### src/sv/tad_pkg.sv
// ----------------------------------------------------------------------------
// tad_pkg
// Types and constants of the masked template difference block.
// ----------------------------------------------------------------------------
package tad_pkg;

    localparam int CFG_IDX_W  = 2;
    localparam int CFG_DATA_W = 10;
    // wide enough for any size plus border up to the largest frame
    localparam int CALC_W     = 14;

    localparam logic [CFG_IDX_W-1:0] REG_FRAME_WIDTH  = 2'd0;
    localparam logic [CFG_IDX_W-1:0] REG_FRAME_HEIGHT = 2'd1;
    localparam logic [CFG_IDX_W-1:0] REG_BORDER_WIDTH = 2'd2;

    typedef struct packed {
        logic [7:0] pix_red;
        logic [7:0] pix_green;
        logic [7:0] pix_blue;
    } pix_t;

    typedef struct packed {
        logic [7:0] diff_red;
        logic [7:0] diff_green;
        logic [7:0] diff_blue;
        logic       frame_end;
    } res_t;

    typedef struct packed {
        logic [9:0] frame_width;
        logic [8:0] frame_height;
        logic [7:0] border_width;
    } cfg_t;

    typedef struct packed {
        logic loaded;
        logic border;
        logic frame_end;
    } pos_flags_t;

endpackage

### src/sv/tad_pos.sv
// ----------------------------------------------------------------------------
// tad_pos
// Raster position tracker: row/column counters, template address, border
// flag, frame end and the template-loaded flag.
// ----------------------------------------------------------------------------
module tad_pos #(
    parameter int MAX_WIDTH  = 640,
    parameter int MAX_HEIGHT = 480
) (
    input  logic                                      clk,
    input  logic                                      rst_n,
    input  logic                                      step,
    input  tad_pkg::cfg_t                             cfg,
    output logic [$clog2(MAX_WIDTH*MAX_HEIGHT)-1:0]   addr,
    output tad_pkg::pos_flags_t                       flags
);

    import tad_pkg::*;

    localparam int COL_W  = $clog2(MAX_WIDTH);
    localparam int ROW_W  = $clog2(MAX_HEIGHT);
    localparam int ADDR_W = $clog2(MAX_WIDTH * MAX_HEIGHT);

    logic [COL_W-1:0]  col_reg, col_next;
    logic [ROW_W-1:0]  row_reg, row_next;
    logic              loaded_reg, loaded_next;

    logic [CALC_W-1:0] w_raw, h_raw, w_eff, h_eff, bw, col_ext, row_ext;
    logic              last_col, last_row;

    // clamp the frame size into 1..MAX
    always_comb
    begin
        w_raw = CALC_W'(cfg.frame_width);
        h_raw = CALC_W'(cfg.frame_height);
        if (w_raw == '0)
            w_eff = CALC_W'(1);
        else if (w_raw > CALC_W'(MAX_WIDTH))
            w_eff = CALC_W'(MAX_WIDTH);
        else
            w_eff = w_raw;
        if (h_raw == '0)
            h_eff = CALC_W'(1);
        else if (h_raw > CALC_W'(MAX_HEIGHT))
            h_eff = CALC_W'(MAX_HEIGHT);
        else
            h_eff = h_raw;
    end

    assign bw       = CALC_W'(cfg.border_width);
    assign col_ext  = CALC_W'(col_reg);
    assign row_ext  = CALC_W'(row_reg);
    assign last_col = (col_ext + CALC_W'(1)) >= w_eff;
    assign last_row = (row_ext + CALC_W'(1)) >= h_eff;

    // a row beyond a shrunk height falls on the bottom border test
    assign flags.border    = (row_ext < bw) || (h_eff <= row_ext + bw) ||
                             (col_ext < bw) || (w_eff <= col_ext + bw);
    assign flags.frame_end = last_col && last_row;
    assign flags.loaded    = loaded_reg;

    assign addr = ADDR_W'(row_reg) * ADDR_W'(MAX_WIDTH) + ADDR_W'(col_reg);

    always_comb
    begin
        col_next    = col_reg;
        row_next    = row_reg;
        loaded_next = loaded_reg;
        if (step)
        begin
            if (last_col)
            begin
                col_next = '0;
                if (last_row)
                begin
                    row_next    = '0;
                    loaded_next = 1'b1;
                end
                else
                begin
                    row_next = row_reg + ROW_W'(1);
                end
            end
            else
            begin
                col_next = col_reg + COL_W'(1);
            end
        end
    end

    always_ff @(posedge clk or negedge rst_n)
    begin
        if (!rst_n)
        begin
            col_reg    <= '0;
            row_reg    <= '0;
            loaded_reg <= 1'b0;
        end
        else
        begin
            col_reg    <= col_next;
            row_reg    <= row_next;
            loaded_reg <= loaded_next;
        end
    end

endmodule

### config.mk
export PLATFORM = sky130hd
export DESIGN_NAME = tad_pos
export DESIGN_NICKNAME = d
export VERILOG_FILES = /design/src/sv/tad_pkg.sv /design/src/sv/tad_pos.sv
export SDC_FILE = /design/constraint.sdc
export NUM_CORES = 1
export LEC_CHECK = 0
export BUFFER_PORTS_ARGS = -buffer_cell sky130_fd_sc_hd__buf_2
export CORE_MARGIN = 4
export CORE_UTILIZATION = 60
export DETAILED_ROUTE_END_ITERATION = 12
export MAX_ROUTING_LAYER = met4
export PLACE_DENSITY = 0.87
export SLEW_MARGIN = 20
export SYNTH_ARGS = -nofsm -noshare
export SYNTH_HDL_FRONTEND = slang
export SYNTH_SLANG_ARGS = --single-unit
### constraint.sdc
create_clock -name clk -period 4.6 [get_ports clk]
set_input_delay 0.69 -clock clk [delete_from_list [all_inputs] [get_ports clk]]
set_output_delay 0.69 -clock clk [all_outputs]
set_load 0.01 [all_outputs]
==> reports/metrics.cfg, run 1 <==
[routing]
drtIter0Drc=127
first_pass_iters=5
vias_per_cell=5.98
antenna_left=0
wl_per_cell_um=15.3
drcViolationCount=0
dr_total_vias=3558
wirelength_um=9100

[critical_path]
r2r_slack_ns=1.41
worstPathRequired_ns=3.91
critPathLaunchType=primary input
reg2reg_depth=12
critPathCaptureType=output pin
path_class=in2out
reg2reg_to=row_reg[0]
path_max_fanout=4
r2r_start=col_reg[2]
cp.arrival_ns=3.74

[synthesis]
synth_top_area_share_pct=28.6
yosys.area.top_type=ha_1
syn_avg_cell_area_um2=8.09
ys_warn_count=0
synth_seq_cells=20
synth-main-ff-cell=dfrtp_1
synthCells=481
synthTopCellsByArea=ha_1, dfrtp_1, xnor2_1
synthArstFlopShare_pct=100
synth_nets=604
synth_edf_count=0
netlist_area_mm2=0.00389
yosysUniqueCellTypes=55
seq_area_frac_synth_pct=12.9

[clocking]
cts_buffers=3
cts-resized-gates=0
clock_sinks=20
cts_setup_buffers=0
cts_tree=built
htree_levels=1
clk_pin_slew_ns=0.08
clockRootBuffer=clkbuf_8
clk_latency_ns=0.28
cts_hold_buf=0
cts_max_path_buffers=2

[global_route]
grt_pass1_wl_um=15300
grtUsageTotal_pct=25.0
grt_pass1_vias=3636
grt_overflow=0
grt_max_degree=21
antenna_found_initial=0

[die]
io_pins=52
core_mm2=0.00631
placementRows=29
chipHeight_um=88.5
start_util_pct=61.6
die_width_um=88.5
die_area_mm2=0.00784

[sta]
drv_slew=0
post-route-period-util_pct=96.2
fin_ws_ns=0.174
slew_headroom_pct=54.7
hold_viol=0
setup-tns-final_ns=0
skew_ns=0.00697
post-route-min-period_ns=4.43
grt_setup_unrepaired=false
worst_pin_slew_ns=0.671
fmax_ghz=0.226
setup_viol=0

[final_layout]
antenna_cells=0
fillers=535
areaGrowthSynthToFinish_pct=8.27
final_nets=642
largest_register_ffs=10
layout_commonest_cell=ha_1
layout_common_cells=ha_1, inv_1, buf_2
layout-drive-gt1-share_pct=12.9

[job]
cap_violations=0

[status]
status=finished, final reports clean

[place]
port_buffers=51
place.gp.congestion=0.935
dp_slack_ns=0.166
dp_hpwl_um=7670

[hold_path]
hold_class=in2async

[power_and_ir_drop]
ir_worst_vdd_v=0.000327
power_leakage_nw=2.25
p_per_area_mw_per_mm2=432

[final cells by class]
type | instances | area, um2 | area share, %
multi-input cells | 380 | 3060 | 72.7
flip-flops and latches | 20 | 500 | 11.9
repair buffers | 53 | 270 | 6.42
inverters | 61 | 229 | 5.44
well taps | 77 | 96.3 | 2.29
clock buffers | 4 | 55.1 | 1.31
[where the power goes]
part           internal [mW]  switching, mW  total [mW]
clock network         0.0766         0.0685       0.145
logic                  0.606          0.720        1.33
registers              0.223          0.128       0.351
total                  0.905          0.916        1.82
[routing by layer]
layer / vias up / wire length (um) / track usage (%) / share of wire, %
li1: 1764 / - / - / -
met1: 1653 / 3850 / 28.1 / 42
met2: 109 / 4480 / 44.1 / 49
met3: 32 / 466 / 2.89 / 5.1
met4: 0 / 310 / 11.3 / 3.4
met5: - / 0 / - / 0
[synthesized netlist by cell type, drive strengths merged, types with 3 or more instances]
| cell | n |
|---|---|
| fa | 4 |
| xnor2 | 30 |
| o211ai | 4 |
| xor2 | 14 |
| mux2i | 5 |
| o2bb2ai | 5 |
| nor3 | 8 |
| a211oi | 6 |
| o21a | 4 |
| and3 | 4 |
| nor4 | 3 |
| o31ai | 3 |
| a41oi | 3 |
| nand3 | 13 |
| ha | 89 |
| o21ai | 26 |
| a21oi | 24 |
| a21o | 8 |
| nand2b | 12 |
| nand4 | 8 |
| o21bai | 5 |
| buf | 10 |
| dfrtp | 20 |
| inv | 61 |
| nor2b | 11 |
| a41o | 7 |
| clkbuf | 10 |
| nand2 | 36 |
| nor2 | 23 |
| a2111oi | 3 |
[cells by family after synthesis]
group	count (synthesis)	share of synthesized area, %
xor+xnor	44	10.1
simple gates	125	15.8
compound gates	112	20.1
fa+ha+maj	93	30.7
flops	20	12.9
mux	6	1.58
buf+inv	81	8.88
[worst max-delay path: stages]
cell      delay (ns)
buf_2           0.12
ha_1            0.16
inv_1           0.07
fa_1            0.40
o21ba_2         0.24
o21ai_1         0.15
a21oi_1         0.13
o21bai_1        0.15
a21o_1          0.18
xnor2_1         0.08
ha_1            0.30
nand4_1         0.10
nor2_1          0.15
o21ai_0         0.11
o211ai_1        0.13
nand4_1         0.12
a21oi_1         0.14
nand4_1         0.13
buf_2           0.17
[stage by stage]
step	instance area, um2	hold slack [ns]	total power, mW	util, %	std cells
2_1_floorplan	3890	0.394	1.32	-	481
3_3_place_gp	4140	0.454	1.59	65.6	591
3_5_place_dp	4140	0.448	1.66	65.6	591
4_1_cts	4200	0.387	1.81	66.4	595
5_1_grt	4210	0.402	2.03	66.7	595
6_report	4210	0.356	1.82	66.7	595
[how the worst max path moves through the flow]
stage                     endpoint  startpoint
final                     flags[1]      cfg[0]
after global routing      flags[1]      cfg[0]
after CTS                 flags[1]      cfg[0]
after detailed placement  flags[1]      cfg[0]
after global placement    flags[1]      cfg[1]
after floorplan           flags[1]      cfg[1]
(Power assumes the default switching activity.)
==> inputs of run 2 (changes only) <==
--- a/config.mk
+++ b/config.mk
@@ -5,12 +5,12 @@
 export SDC_FILE = /design/constraint.sdc
 export NUM_CORES = 1
 export LEC_CHECK = 0
-export BUFFER_PORTS_ARGS = -buffer_cell sky130_fd_sc_hd__buf_2
 export CORE_MARGIN = 4
-export CORE_UTILIZATION = 60
+export CORE_UTILIZATION = 62
 export DETAILED_ROUTE_END_ITERATION = 12
+export DONT_BUFFER_PORTS = 1
 export MAX_ROUTING_LAYER = met4
-export PLACE_DENSITY = 0.87
+export PLACE_DENSITY = 0.82
 export SLEW_MARGIN = 20
 export SYNTH_ARGS = -nofsm -noshare
 export SYNTH_HDL_FRONTEND = slang
==> run 2 against run 1 <==
Clock power decreased by 8%. Clock skew decreased by 0.0017 ns. First-iteration DRC count grew 26%. Sequential power hardly changed. Combinational power down 6%. Global-route usage rose by 0.46 points. Core utilization shrank 0.73 points. Clock-buffer cell count did not move. Die area decreased by 2.9%. Non-clock buffer count shrank 49. Routed wire length fell by 1.0%. Critical path type is now reg2out. Largest cell class unchanged.
==> reports/metrics.cfg, run 2 (same netlist as run 1, synthesis figures left out) <==
[power_and_ir_drop]
ir_worst_vdd_v=0.000431  ; +32%
swShare_pct=51.0  ; +0.67 points
p_per_area_mw_per_mm2=438  ; +1.3%
clock_power_share_pct=7.7  ; -0.3 points
p_sw_mw=0.883  ; -3.7%
power_leakage_nw=2.05  ; -9.1%
combinationalPowerShare_pct=72.0  ; -0.8 points
power_frac_seq_pct=20.2  ; +0.9 points
p_int_mw=0.849  ; -6.2%

[sta]
hold_viol=0  ; unchanged
slew_headroom_pct=58.4  ; +3.7 points
worst_pin_slew_ns=0.622  ; -0.0492 ns
drv_slew=0  ; unchanged
setup_viol=0  ; unchanged
setup-tns-final_ns=0  ; unchanged
skew_ns=0.00526  ; -0.00170 ns
grt_setup_unrepaired=false
post-route-period-util_pct=95.1  ; -1.1 points
post-route-min-period_ns=4.38  ; -0.0496 ns
fmax_ghz=0.229  ; +1.1%

[final_layout]
multi_input_area_mm2=0.00304  ; -0.53%
layout_commonest_cell=ha_1
areaGrowthSynthToFinish_pct=1.61
antenna_cells=0  ; unchanged
layout_common_cells=ha_1, inv_1, nand2_1
final_nets=593  ; -7.6%
utilization_pct=66.0  ; -0.73 points
seq_area_um2=500  ; unchanged
fillers=508  ; -5.0%
layout-drive-gt1-share_pct=3.20  ; -9.7 points
largest_register_ffs=10  ; unchanged

[place]
place.gp.congestion=0.913  ; -2.3%
port_buffers=0  ; -100%
dp_hpwl_um=7700  ; +0.40%

[job]
cap_violations=0  ; unchanged

[hold_path]
hold_class=in2async

[status]
status=finished, final reports clean

[routing]
wl_per_cell_um=16.6  ; +8.3%
drtIter0Drc=160  ; +26%
drcViolationCount=0  ; unchanged
antenna_left=0  ; unchanged
first_pass_iters=4  ; -1
vias_per_cell=6.14  ; +2.7%
dr_total_vias=3342  ; -6.1%
wirelength_um=9010  ; -1.0%

[die]
die_area_mm2=0.00761  ; -2.9%
core_mm2=0.00599  ; -5.1%
die_width_um=87.2  ; -1.5%
start_util_pct=64.9  ; +3.3 points
chipHeight_um=87.2  ; -1.5%
io_pins=52  ; unchanged
placementRows=28  ; -3.4%

[global_route]
grt_overflow=0  ; unchanged
grt_max_degree=21  ; unchanged
antenna_found_initial=0  ; unchanged
grt_pass1_vias=3285  ; -9.7%
grt_pass1_wl_um=15000  ; -1.5%
grtUsageTotal_pct=25.4  ; +0.46 points

[clocking]
cts_setup_buffers=0  ; unchanged
cts_buffers=3  ; unchanged
cts-resized-gates=0  ; unchanged
clockRootBuffer=clkbuf_8
cts_max_path_buffers=2  ; unchanged
clk_pin_slew_ns=0.08  ; about the same
clock_sinks=20  ; unchanged
htree_levels=1  ; unchanged
cts_tree=built
clk_latency_ns=0.26  ; -0.02 ns
cts_hold_buf=0  ; unchanged

[critical_path]
path_max_fanout=5  ; +1
path_class=reg2out
critPathLaunchType=flop
cp.arrival_ns=3.69  ; -0.05 ns
worstPathRequired_ns=3.91  ; about the same
critPathCaptureType=output pin
critPathMaxStageDelay_ns=0.54  ; +0.14 ns
cpMostUsedCell=nand4_1
critPathSlowestCell=dfrtp_1
path_cells=ha_1, inv_1, fa_1, o21ba_2, o21ai_0, a21oi_1, o21bai_1, a21o_1, xnor2_1, ha_1, nand4_1, nor2_1, a41oi_1, nand4_1, a21oi_1, nand4_1
reg2reg_depth=10  ; -2

## run 2: cell count changes in the layout (fill, tap and decap cells not counted), sizes merged
cell  delta
buf     -49
## run 2: layout make-up
type	count	area share (%)
Inverter	61	5.79
Multi-Input combinational cell	380	77.0
Sequential cell	20	12.7
Timing Repair Buffer	4	0.760
Clock buffer	4	1.39
Tap cell	75	2.37
## run 2: power by group through the flow
| stage | sequential [mW] | combinational [mW] | clock [mW] |
|---|---|---|---|
| after detailed placement | 0.349 | 1.24 | 0 |
| after global placement | 0.345 | 1.18 | 0 |
| after floorplan | 0.302 | 1.02 | 0 |
| final | 0.350 | 1.25 | 0.134 |
| after CTS | 0.346 | 1.25 | 0.134 |
| after global routing | 0.357 | 1.42 | 0.140 |
## run 2: per-layer routing
| metal | wire (um) | GRT usage [%] | part of all wire [%] | up-vias |
|---|---|---|---|---|
| li1 | - | - | - | 1670 |
| met1 | 3980 | 31.8 | 44 | 1553 |
| met2 | 4270 | 43.4 | 47 | 111 |
| met3 | 673 | 4.35 | 7.5 | 8 |
| met4 | 84 | 5.02 | 0.93 | 0 |
| met5 | 0 | - | 0 | - |
## run 2: final timing paths
kind / startpoint / end / slack (ns)
max: col_reg[0] / flags[1] / 0.22
min: rst_n / col_reg[5] / 0.12
max reg2reg: col_reg[3] / row_reg[0] / 1.34
min reg2reg: loaded_reg / loaded_reg / 0.54
max in group asynchronous: rst_n / row_reg[8] / 4.40
min in group clk: step / col_reg[8] / 0.50
## run 2: worst max-delay path, delay by kind of cell, from the launching register on
kind	cells	cell delay (ns)
AND/OR/NAND/NOR	4	0.51
XOR/XNOR	1	0.13
flip-flops	1	0.54
AO/OA/AOI/OAI	7	1.33
adder cells (fa/ha/maj)	3	0.87
buffers and inverters	1	0.06
## run 2: metrics by stage
step / power, mW / area, um2 / setup WS, ns / hold WS (ns) / cells
after global placement: 1.53 / 3900 / 0.484 / 0.395 / 540
after floorplan: 1.32 / 3890 / 0.857 / 0.394 / 481
after CTS: 1.73 / 3950 / 0.212 / 0.115 / 544
after global routing: 1.92 / 3950 / 0.00585 / 0.105 / 544
after detailed placement: 1.59 / 3900 / 0.422 / 0.395 / 540
final: 1.73 / 3950 / 0.224 / 0.115 / 544
